### src/bni_pkg.sv
// Shared types and constants of the batch normalization inference unit.
// Every other file of the block imports this package, but for bni_ram and bni_fifo.
package bni_pkg;

  localparam int unsigned DATA_W     = 16;
  localparam int unsigned LD_CH_W    = 8;
  localparam int unsigned GAIN_W     = 32;
  localparam int unsigned VSUM_W     = 17;
  localparam int unsigned ROOT_W     = 17;
  localparam int unsigned CFG_IDX_W  = 2;
  localparam int unsigned CFG_DATA_W = 21;
  localparam int unsigned INNER_W    = 21;
  localparam int unsigned CCOUNT_W   = 9;

  localparam logic [CFG_IDX_W-1:0] CFG_INNER_SIZE    = 2'd0;
  localparam logic [CFG_IDX_W-1:0] CFG_CHANNEL_COUNT = 2'd1;
  localparam logic [CFG_IDX_W-1:0] CFG_EPSILON       = 2'd2;

  localparam logic FUNC_LOAD   = 1'b0;
  localparam logic FUNC_SAMPLE = 1'b1;

  localparam int unsigned IN_QUEUE_DEPTH  = 2;
  localparam int unsigned OUT_QUEUE_DEPTH = 4;

  localparam int unsigned STEP_W     = 6;
  localparam int unsigned ROOT_STEPS = 17;
  localparam int unsigned DIV_STEPS  = 36;

  typedef struct packed {
    logic [INNER_W-1:0]  inner_size;
    logic [CCOUNT_W-1:0] channel_count;
    logic [DATA_W-1:0]   epsilon;
  } cfg_t;

  typedef struct packed {
    logic                     is_sample;
    logic [LD_CH_W-1:0]       channel;
    logic signed [DATA_W-1:0] mean_value;
    logic [DATA_W-1:0]        variance_value;
    logic signed [DATA_W-1:0] scale_value;
    logic signed [DATA_W-1:0] bias_value;
    logic signed [DATA_W-1:0] sample;
  } entry_t;

  typedef struct packed {
    logic signed [DATA_W-1:0] mean;
    logic signed [GAIN_W-1:0] gain;
    logic signed [DATA_W-1:0] bias;
  } coef_t;

  typedef struct packed {
    logic signed [DATA_W-1:0] result_value;
    logic                     saturated;
    logic [LD_CH_W-1:0]       channel_index;
  } out_item_t;

  typedef struct packed {
    logic                     start;
    logic signed [DATA_W-1:0] scale;
    logic [VSUM_W-1:0]        var_sum;
  } gain_req_t;

  typedef struct packed {
    logic                     done;
    logic signed [GAIN_W-1:0] gain;
  } gain_rsp_t;

endpackage

### src/bni_channels.sv
// Handshake channel interfaces of the batch normalization inference unit.
// Depends on bni_pkg for field widths.
interface bni_in_if;
  import bni_pkg::*;

  logic                     valid;
  logic                     ready;
  logic                     func;
  logic [LD_CH_W-1:0]       channel;
  logic signed [DATA_W-1:0] mean_value;
  logic [DATA_W-1:0]        variance_value;
  logic signed [DATA_W-1:0] scale_value;
  logic signed [DATA_W-1:0] bias_value;
  logic signed [DATA_W-1:0] sample;

  modport source (
    output valid, func, channel, mean_value, variance_value, scale_value, bias_value, sample,
    input  ready
  );
  modport sink (
    input  valid, func, channel, mean_value, variance_value, scale_value, bias_value, sample,
    output ready
  );
endinterface


### src/bni_fifo.sv
// Small first-in first-out queue built from registers, any packed type.
// No dependencies.
module bni_fifo #(
  parameter type T = logic,
  parameter int unsigned DEPTH = 2,
  localparam int unsigned CW = $clog2(DEPTH + 1)
) (
  input  logic          clk_i,
  input  logic          rst_ni,
  input  logic          push_valid_i,
  output logic          push_ready_o,
  input  T              push_data_i,
  output logic          pop_valid_o,
  input  logic          pop_ready_i,
  output T              pop_data_o,
  output logic [CW-1:0] count_o
);

  localparam int unsigned AW = (DEPTH > 1) ? $clog2(DEPTH) : 1;

  T              mem_q [DEPTH];
  logic [AW-1:0] wr_ptr_q, wr_ptr_d;
  logic [AW-1:0] rd_ptr_q, rd_ptr_d;
  logic [CW-1:0] count_q, count_d;
  logic          push, pop;

  function automatic logic [AW-1:0] ptr_next(input logic [AW-1:0] p);
    logic [AW-1:0] n;
    if (p == AW'(DEPTH - 1)) begin
      n = '0;
    end else begin
      n = p + 1'b1;
    end
    return n;
  endfunction

  assign push_ready_o = (count_q != CW'(DEPTH));
  assign pop_valid_o  = (count_q != '0);
  assign push         = push_valid_i && push_ready_o;
  assign pop          = pop_valid_o && pop_ready_i;
  assign pop_data_o   = mem_q[rd_ptr_q];
  assign count_o      = count_q;

  always_comb begin
    wr_ptr_d = push ? ptr_next(wr_ptr_q) : wr_ptr_q;
    rd_ptr_d = pop ? ptr_next(rd_ptr_q) : rd_ptr_q;
    count_d  = count_q + CW'(push) - CW'(pop);
  end

  always_ff @(posedge clk_i or negedge rst_ni) begin
    if (!rst_ni) begin
      wr_ptr_q <= '0;
      rd_ptr_q <= '0;
      count_q  <= '0;
    end else begin
      wr_ptr_q <= wr_ptr_d;
      rd_ptr_q <= rd_ptr_d;
      count_q  <= count_d;
    end
  end

  always_ff @(posedge clk_i) begin
    if (push) begin
      mem_q[wr_ptr_q] <= push_data_i;
    end
  end

endmodule

### src/bni_front.sv
// Front end: accepts input transactions, drops loads to channels that do
// not exist and queues the rest for the back end. Depends on bni_pkg, bni_channels and bni_fifo.
module bni_front #(
  parameter int unsigned MAX_CHANNELS = 256
) (
  input  logic            clk_i,
  input  logic            rst_ni,
  bni_in_if.sink          in_i,
  output logic            q_valid_o,
  output bni_pkg::entry_t q_data_o,
  input  logic            q_ready_i
);
  import bni_pkg::*;

  entry_t entry;
  logic   keep;
  logic   push_ready;

  assign keep = (in_i.func == FUNC_SAMPLE) || (32'(in_i.channel) < 32'(MAX_CHANNELS));

  always_comb begin
    entry.is_sample      = (in_i.func == FUNC_SAMPLE);
    entry.channel        = in_i.channel;
    entry.mean_value     = in_i.mean_value;
    entry.variance_value = in_i.variance_value;
    entry.scale_value    = in_i.scale_value;
    entry.bias_value     = in_i.bias_value;
    entry.sample         = in_i.sample;
  end

  assign in_i.ready = push_ready;

  bni_fifo #(
    .T     (entry_t),
    .DEPTH (IN_QUEUE_DEPTH)
  ) u_queue (
    .clk_i        (clk_i),
    .rst_ni       (rst_ni),
    .push_valid_i (in_i.valid && keep),
    .push_ready_o (push_ready),
    .push_data_i  (entry),
    .pop_valid_o  (q_valid_o),
    .pop_ready_i  (q_ready_i),
    .pop_data_o   (q_data_o),
    .count_o      ()
  );

endmodule

### src/flat_wrapper.sv
// flat-port wrapper written by rule: the top's interface ports become plain ports
module bni_front_flat import bni_pkg::*;
#(
  parameter int unsigned MAX_CHANNELS = 256
)
  (clk_i, rst_ni, q_valid_o, q_data_o, q_ready_i, in_i_valid, in_i_func, in_i_channel, in_i_mean_value, in_i_variance_value, in_i_scale_value, in_i_bias_value, in_i_sample, in_i_ready);
  bni_in_if in_i_i ();
  input  logic clk_i;
  input  logic rst_ni;
  output logic q_valid_o;
  output bni_pkg::entry_t q_data_o;
  input  logic q_ready_i;
  input wire logic [$bits(in_i_i.valid)-1:0] in_i_valid;
  input wire logic [$bits(in_i_i.func)-1:0] in_i_func;
  input wire logic [$bits(in_i_i.channel)-1:0] in_i_channel;
  input wire logic [$bits(in_i_i.mean_value)-1:0] in_i_mean_value;
  input wire logic [$bits(in_i_i.variance_value)-1:0] in_i_variance_value;
  input wire logic [$bits(in_i_i.scale_value)-1:0] in_i_scale_value;
  input wire logic [$bits(in_i_i.bias_value)-1:0] in_i_bias_value;
  input wire logic [$bits(in_i_i.sample)-1:0] in_i_sample;
  output wire logic [$bits(in_i_i.ready)-1:0] in_i_ready;
  assign in_i_i.valid = in_i_valid;
  assign in_i_i.func = in_i_func;
  assign in_i_i.channel = in_i_channel;
  assign in_i_i.mean_value = in_i_mean_value;
  assign in_i_i.variance_value = in_i_variance_value;
  assign in_i_i.scale_value = in_i_scale_value;
  assign in_i_i.bias_value = in_i_bias_value;
  assign in_i_i.sample = in_i_sample;
  assign in_i_ready = in_i_i.ready;
  bni_front #(.MAX_CHANNELS(MAX_CHANNELS)) u_core (.clk_i(clk_i), .rst_ni(rst_ni), .in_i(in_i_i), .q_valid_o(q_valid_o), .q_data_o(q_data_o), .q_ready_i(q_ready_i));
endmodule
### config.mk
export PLATFORM = sky130hd
export DESIGN_NAME = bni_front_flat
export DESIGN_NICKNAME = d
export VERILOG_FILES = /design/src/bni_pkg.sv /design/src/bni_channels.sv /design/src/bni_fifo.sv /design/src/bni_front.sv /design/src/flat_wrapper.sv
export SDC_FILE = /design/constraint.sdc
export NUM_CORES = 1
export LEC_CHECK = 0
export BUFFER_PORTS_ARGS = -buffer_cell sky130_fd_sc_hd__buf_2
export CAP_MARGIN = 20
export CORE_UTILIZATION = 52
export CTS_CLUSTER_SIZE = 12
export DETAILED_ROUTE_END_ITERATION = 8
export GPL_ROUTABILITY_DRIVEN = 0
export GPL_TIMING_DRIVEN = 0
export PLACE_DENSITY = 0.79
export SKIP_CTS_REPAIR_TIMING = 1
export SLEW_MARGIN = 20
export SYNTH_ARGS = -nofsm -noshare
export SYNTH_HDL_FRONTEND = slang
export SYNTH_HIERARCHICAL = 1
export SYNTH_SLANG_ARGS = --single-unit
### constraint.sdc
create_clock -name clk_i -period 5.3 [get_ports clk_i]
set_input_delay 0.265 -clock clk_i [delete_from_list [all_inputs] [get_ports clk_i]]
set_output_delay 0.265 -clock clk_i [all_outputs]
set_load 0.1 [all_outputs]
==> impl_metrics.tcl, run 1 <==
set metrics [dict create \
    grt_usage_pct 17.31 \
    drt-vias-per-instance 4.948 \
    post-route-util_pct 67.38 \
    drt_iter0_markers 192 \
    diodes 0 \
    critical_path.max_fanout 10 \
    syn_area_per_cell_um2 22.32 \
    synth_area_leaders "edfxtp_1, mux2_2, buf_6, dfrtp_1, xnor2_1" \
    final_common_cell "buf_2" \
    yosysTopAreaCell "edfxtp_1" \
    setup_tns_ns 0 \
    period_needed_ns 2.079 \
    slew_viol_final 0 \
    area_growth_pct 26.86 \
    rsz0062_at_grt "false" \
    synth_cell_types 18 \
    dp_slack_ns 3.419 \
    start_util_pct 53.11 \
    cp.required_ns 5.04 \
    crit_chain "buf_4, buf_6, mux2_2, buf_2" \
    max-cap-violations 0 \
    cts_buffers 17 \
    cts_max_path_buffers 2 \
    hold_slack_ns 0.03874 \
    finalSetupViolations 0 \
    nNetsFinal 600 \
    antenna_found_initial 0 \
    clock_latency_ns 0.41 \
    cp_top_family "buffers and inverters" \
    grt_pass1_vias 3469 \
    synth_top_cell_area_share_pct 80.07 \
    yosys_warnings 6 \
    syn_area_mm2 0.006675 \
    wirelength_um 11060 \
    skew_ns 0.004227 \
    hold_violations 0 \
    place_hpwl_um 7464 \
    final_layout_size_suffix_gt1_share_pct 60.42 \
    synth_seq_cells 182 \
    clkTransAtPathRegs_ns 0.06 \
    slowest_stage "mux2_2" \
    vias 3414 \
    tritoncts "done" \
    first_pass_iters 4 \
    ant_nets 0 \
    cts.sinks 182 \
    hold_path.class "in2reg" \
    fin_ws_ns 3.221 \
    syn_inst 299 \
    rows 41 \
    grt_overflow 0 \
    outcome "finished, final reports clean" \
    max_stage_delay_ns 0.35 \
    fp.dieH_um 115.3 \
    critical_path_class "reg2out" \
    grt_pass1_wl_um 16760 \
    fmax_mhz 481.0 \
    grt_max_degree 51 \
    yosysSeqAreaShare_pct 81.57 \
    wl_per_cell_um 16.03 \
    cp-end-kind "primary output" \
    ios 184 \
    cts-root-buf "clkbuf_16" \
    final_cell_mix "buf_2, edfxtp_1, mux2_2, clkbuf_16, buf_6" \
    synth_fp_nets 393 \
    h-tree-depth 4 \
    cp.arrival_ns 1.81 \
    startpoint_type "flop" \
    fin_crit_sh_pct 39.22 \
    portBuffers 183 \
    core_mm2 0.01257 \
    fill_cells 857 \
    dieArea_mm2 0.01329 \
    drc 0 \
    fp.dieW_um 115.3 \
    tightest_slew_ns 0.5977 \
    relSlewSlack_pct 60.15 \
    path_buf_inv 3 \
]
[worst register-to-register path: stages, from the launching register on]
cell and delay (ns):
dfrtp_1 0.43, nand2b_1 0.18, and3_4 0.59, buf_16 0.33
[metrics by stage]
stage | area, um^2 | instances
final | 8468 | 690
after global routing | 8468 | 690
after CTS | 8458 | 689
after detailed placement | 7914 | 658
after global placement | 7809 | 654
after floorplan | 6678 | 299
[worst paths after layout]
kind                                                         endpoint  cells past startpoint                                 from  slack, ns
worst max-delay path                                     q_data_o[25]                      4  u_core/u_queue/rd_ptr_q$_DFFE_PN0P_       3.22
worst min-delay path             u_core/u_queue/mem_q[1][6]$_DFFE_PP_                      1                       in_i_sample[6]       0.04
worst max register to register  u_core/u_queue/mem_q[1][21]$_DFFE_PP_                      3  u_core/u_queue/count_o[0]$_DFF_PN0_       3.42
worst min register to register    u_core/u_queue/wr_ptr_q$_DFFE_PN0P_                      1  u_core/u_queue/wr_ptr_q$_DFFE_PN0P_       0.56
max in group asynchronous         u_core/u_queue/wr_ptr_q$_DFFE_PN0P_                      2                               rst_ni       4.97
min in group asynchronous         u_core/u_queue/count_o[0]$_DFF_PN0_                      2                               rst_ni       0.21
[cells in the mapped netlist]
cell	count
a211oi_1	1
a21bo_1	1
a32oi_1	1
and3_1	1
buf_4	1
buf_6	9
dfrtp_1	4
edfxtp_1	178
ha_1	1
mux2_2	89
nand2_1	2
nand2b_1	1
nand3_1	1
nor2_1	3
nor2b_1	1
o21ai_0	1
or2_2	1
xnor2_1	3
[layout make-up]
type,count,area [um^2],share of cell area [%]
Timing Repair Buffer,188,1021,12.06
Clock inverter,13,115.1,1.359
Multi-Input combinational cell,107,1134,13.39
Tap cell,172,215.2,2.541
Buffer,10,108.9,1.285
Sequential cell,182,5445,64.30
Clock buffer,18,429.2,5.068
[per-layer routing]
| layer | up-vias | GRT usage [%] | routed length (um) |
|---|---|---|---|
| met5 | - | 0 | 0 |
| met4 | 0 | 8.312 | 161 |
| met3 | 13 | 6.484 | 848 |
| met2 | 120 | 28.18 | 5672 |
| met1 | 1680 | 20.36 | 4380 |
| li1 | 1601 | - | - |
[sequential cells by signal, summed over array words and instances (netlist names)]
register and count:
u_core/u_queue/mem_q 178, u_core/u_queue/count_o 2, u_core/u_queue/rd_ptr_q 1, u_core/u_queue/wr_ptr_q 1
[kinds of logic after synthesis]
logic type	Yosys count	synth area share (%)
and+or+nand+nor	10	0.7312
buffers and inverters	10	1.631
AOI/OAI and AO/OA	4	0.4686
adders and majority gates	1	0.1874
muxes	89	15.01
xor gates and xnor gates	3	0.3937
DFF	182	81.57
Power of run 1 is not shown: default switching activity piles up to over one toggle a cycle in this logic, so the estimate is an artifact.
==> inputs of run 2 (changes only) <==
--- a/config.mk
+++ b/config.mk
@@ -7,12 +7,12 @@
 export LEC_CHECK = 0
 export BUFFER_PORTS_ARGS = -buffer_cell sky130_fd_sc_hd__buf_2
 export CAP_MARGIN = 20
-export CORE_UTILIZATION = 52
+export CORE_UTILIZATION = 47
 export CTS_CLUSTER_SIZE = 12
 export DETAILED_ROUTE_END_ITERATION = 8
 export GPL_ROUTABILITY_DRIVEN = 0
 export GPL_TIMING_DRIVEN = 0
-export PLACE_DENSITY = 0.79
+export PLACE_DENSITY = 0.76
 export SKIP_CTS_REPAIR_TIMING = 1
 export SLEW_MARGIN = 20
 export SYNTH_ARGS = -nofsm -noshare
==> constraint.sdc (replaced) <==
create_clock -name clk_i -period 1.84 [get_ports clk_i]
set_input_delay 0.092 -clock clk_i [delete_from_list [all_inputs] [get_ports clk_i]]
set_output_delay 0.092 -clock clk_i [all_outputs]
set_load 0.1 [all_outputs]
==> run 2 against run 1 <==
The flow now finishes with violations (setup timing). Count of clock-buffer cells in the layout is 6 higher. First-iteration DRC count is 19% lower. Clock skew is 0.0067 ns higher. Cell count is 15% higher. Final area is 17% higher. Core utilization is 4.2 points higher. Register-to-register slack worse by 3.4 ns. Sequential share of layout area is 9.5 points lower. Hold slack worse by 0.013 ns. Wire length is 25% higher. Largest cell class unchanged. Highest routed layer unchanged.
==> impl_metrics.tcl, run 2 (synthesis gave the netlist of run 1 again) <==
set metrics [dict create \
    h-tree-depth 4 \
    fp.dieH_um 121.2 \
    tritoncts "done" \
    finalSetupViolations 16 \
    wirelength_um 13880 \
    post-route-util_pct 71.56 \
    slew_viol_final 0 \
    start_util_pct 48.09 \
    skew_ns 0.01093 \
    met2_usage_pct 28.39 \
    final_common_cell "edfxtp_1" \
    top_register "u_core/u_queue/mem_q" \
    wl_per_cell_um 17.52 \
    dp_cells 667 \
    critical_path.max_fanout 53 \
    grt_pass1_wl_um 17570 \
    ios 184 \
    final_layout_size_suffix_gt1_share_pct 52.45 \
    rows 43 \
    dieArea_mm2 0.01468 \
    nNetsFinal 693 \
    cts.sinks 182 \
    hold_path.class "in2async" \
    grt_pass1_vias 3554 \
    final_cell_mix "edfxtp_1, buf_2, dlygate4sd3_1, mux2_2, buf_6" \
    fin_ws_ns -0.005957 \
    grt.busiest_layer "met2" \
    clock_latency_ns 0.42 \
    cp.required_ns 1.93 \
    cts-root-buf "clkbuf_16" \
    grt_util_met3_pct 6.391 \
    relSlewSlack_pct 62.12 \
    fin_crit_sh_pct 100.3 \
    diodes 0 \
    cp-end-kind "flop" \
    startpoint_type "flop" \
    portBuffers 183 \
    antenna_found_initial 0 \
    vias 3855 \
    outcome "finished with violations" \
    cts_max_path_buffers 2 \
    core_mm2 0.01388 \
    period_needed_ns 1.846 \
    grt_usage_pct 16.38 \
    violations "setup timing" \
    place_hpwl_um 7881 \
    cp.arrival_ns 1.94 \
    drt_iter0_markers 155 \
    use_met1_pct 17.66 \
    grt_overflow 0 \
    hold_violations 0 \
    tightest_slew_ns 0.5682 \
    ant_nets 0 \
    critical_path_class "reg2reg" \
    max-cap-violations 0 \
    cts_buffers 17 \
    fin_cells 792 \
    fmax_mhz 541.7 \
    grt_max_degree 54 \
    rsz0062_at_grt "true" \
    fp.dieW_um 121.2 \
    drt-vias-per-instance 4.867 \
    area_growth_pct 48.81 \
    first_pass_iters 4 \
    drc 0 \
    clkTransAtPathRegs_ns 0.06 \
    largest_reg_flops 178 \
]
[run 2: cell types whose count changed in the layout (fill, tap and decap cells not counted), sizes merged]
| cell | previous run | this run |
|---|---|---|
| dlygate4sd3 | 1 | 91 |
| buf | 197 | 200 |
| clkbuf | 18 | 24 |
| clkinv | 8 | 3 |
[run 2: metal layers]
metal,vias up,share of wire [%]
met5,-,0
met4,0,2.1
li1,1785,-
met1,1906,37
met3,27,6.3
met2,137,54
[run 2: path summary, 6_finish.rpt]
check	slack (ns)	cells after the start	startpoint	to
worst max-delay path	-0.006	3	u_core/u_queue/count_o[0]$_DFF_PN0_	u_core/u_queue/mem_q[1][12]$_DFFE_PP_
worst min-delay path	0.03	2	rst_ni	u_core/u_queue/count_o[0]$_DFF_PN0_
worst max register to register	-0.006	3	u_core/u_queue/count_o[0]$_DFF_PN0_	u_core/u_queue/mem_q[1][12]$_DFFE_PP_
worst min register to register	0.57	1	u_core/u_queue/wr_ptr_q$_DFFE_PN0P_	u_core/u_queue/wr_ptr_q$_DFFE_PN0P_
max in group asynchronous	1.68	2	rst_ni	u_core/u_queue/count_o[1]$_DFF_PN0_
min in group clk_i	0.03	3	in_i_valid	u_core/u_queue/wr_ptr_q$_DFFE_PN0P_
[run 2: per-stage QoR]
| stage | area [um^2] | setup TNS [ns] | hold slack [ns] | worst slack, ns |
|---|---|---|---|---|
| floorplan | 6699 | -119.78 | -0.2036 | -0.7736 |
| global placement | 7840 | -178.33 | -0.09909 | -1.173 |
| detailed placement | 7974 | -3.935 | -0.09808 | -0.05911 |
| CTS | 8527 | -11.88 | -0.5506 | -0.1340 |
| global route | 9933 | -3.497 | 0.004080 | -0.07338 |
| finish | 9933 | -0.05867 | 0.02532 | -0.005957 |
[run 2: cell type report]
type / instances / area [um^2]
tap: 180 / 225.2
buffer: 10 / 120.1
timing repair buffer: 281 / 2439
clock inverter: 8 / 101.3
sequential: 182 / 5448
clock buffer: 24 / 451.7
multi-input combinational: 107 / 1149
fill: 830 / 3948
[run 2: worst max-delay path: stages (launching register included)]
cell and delay, ns:
dfrtp_2 0.42, nand2b_4 0.17, and3_4 0.56, buf_16 0.34
Power of run 2 is left out for the same reason.
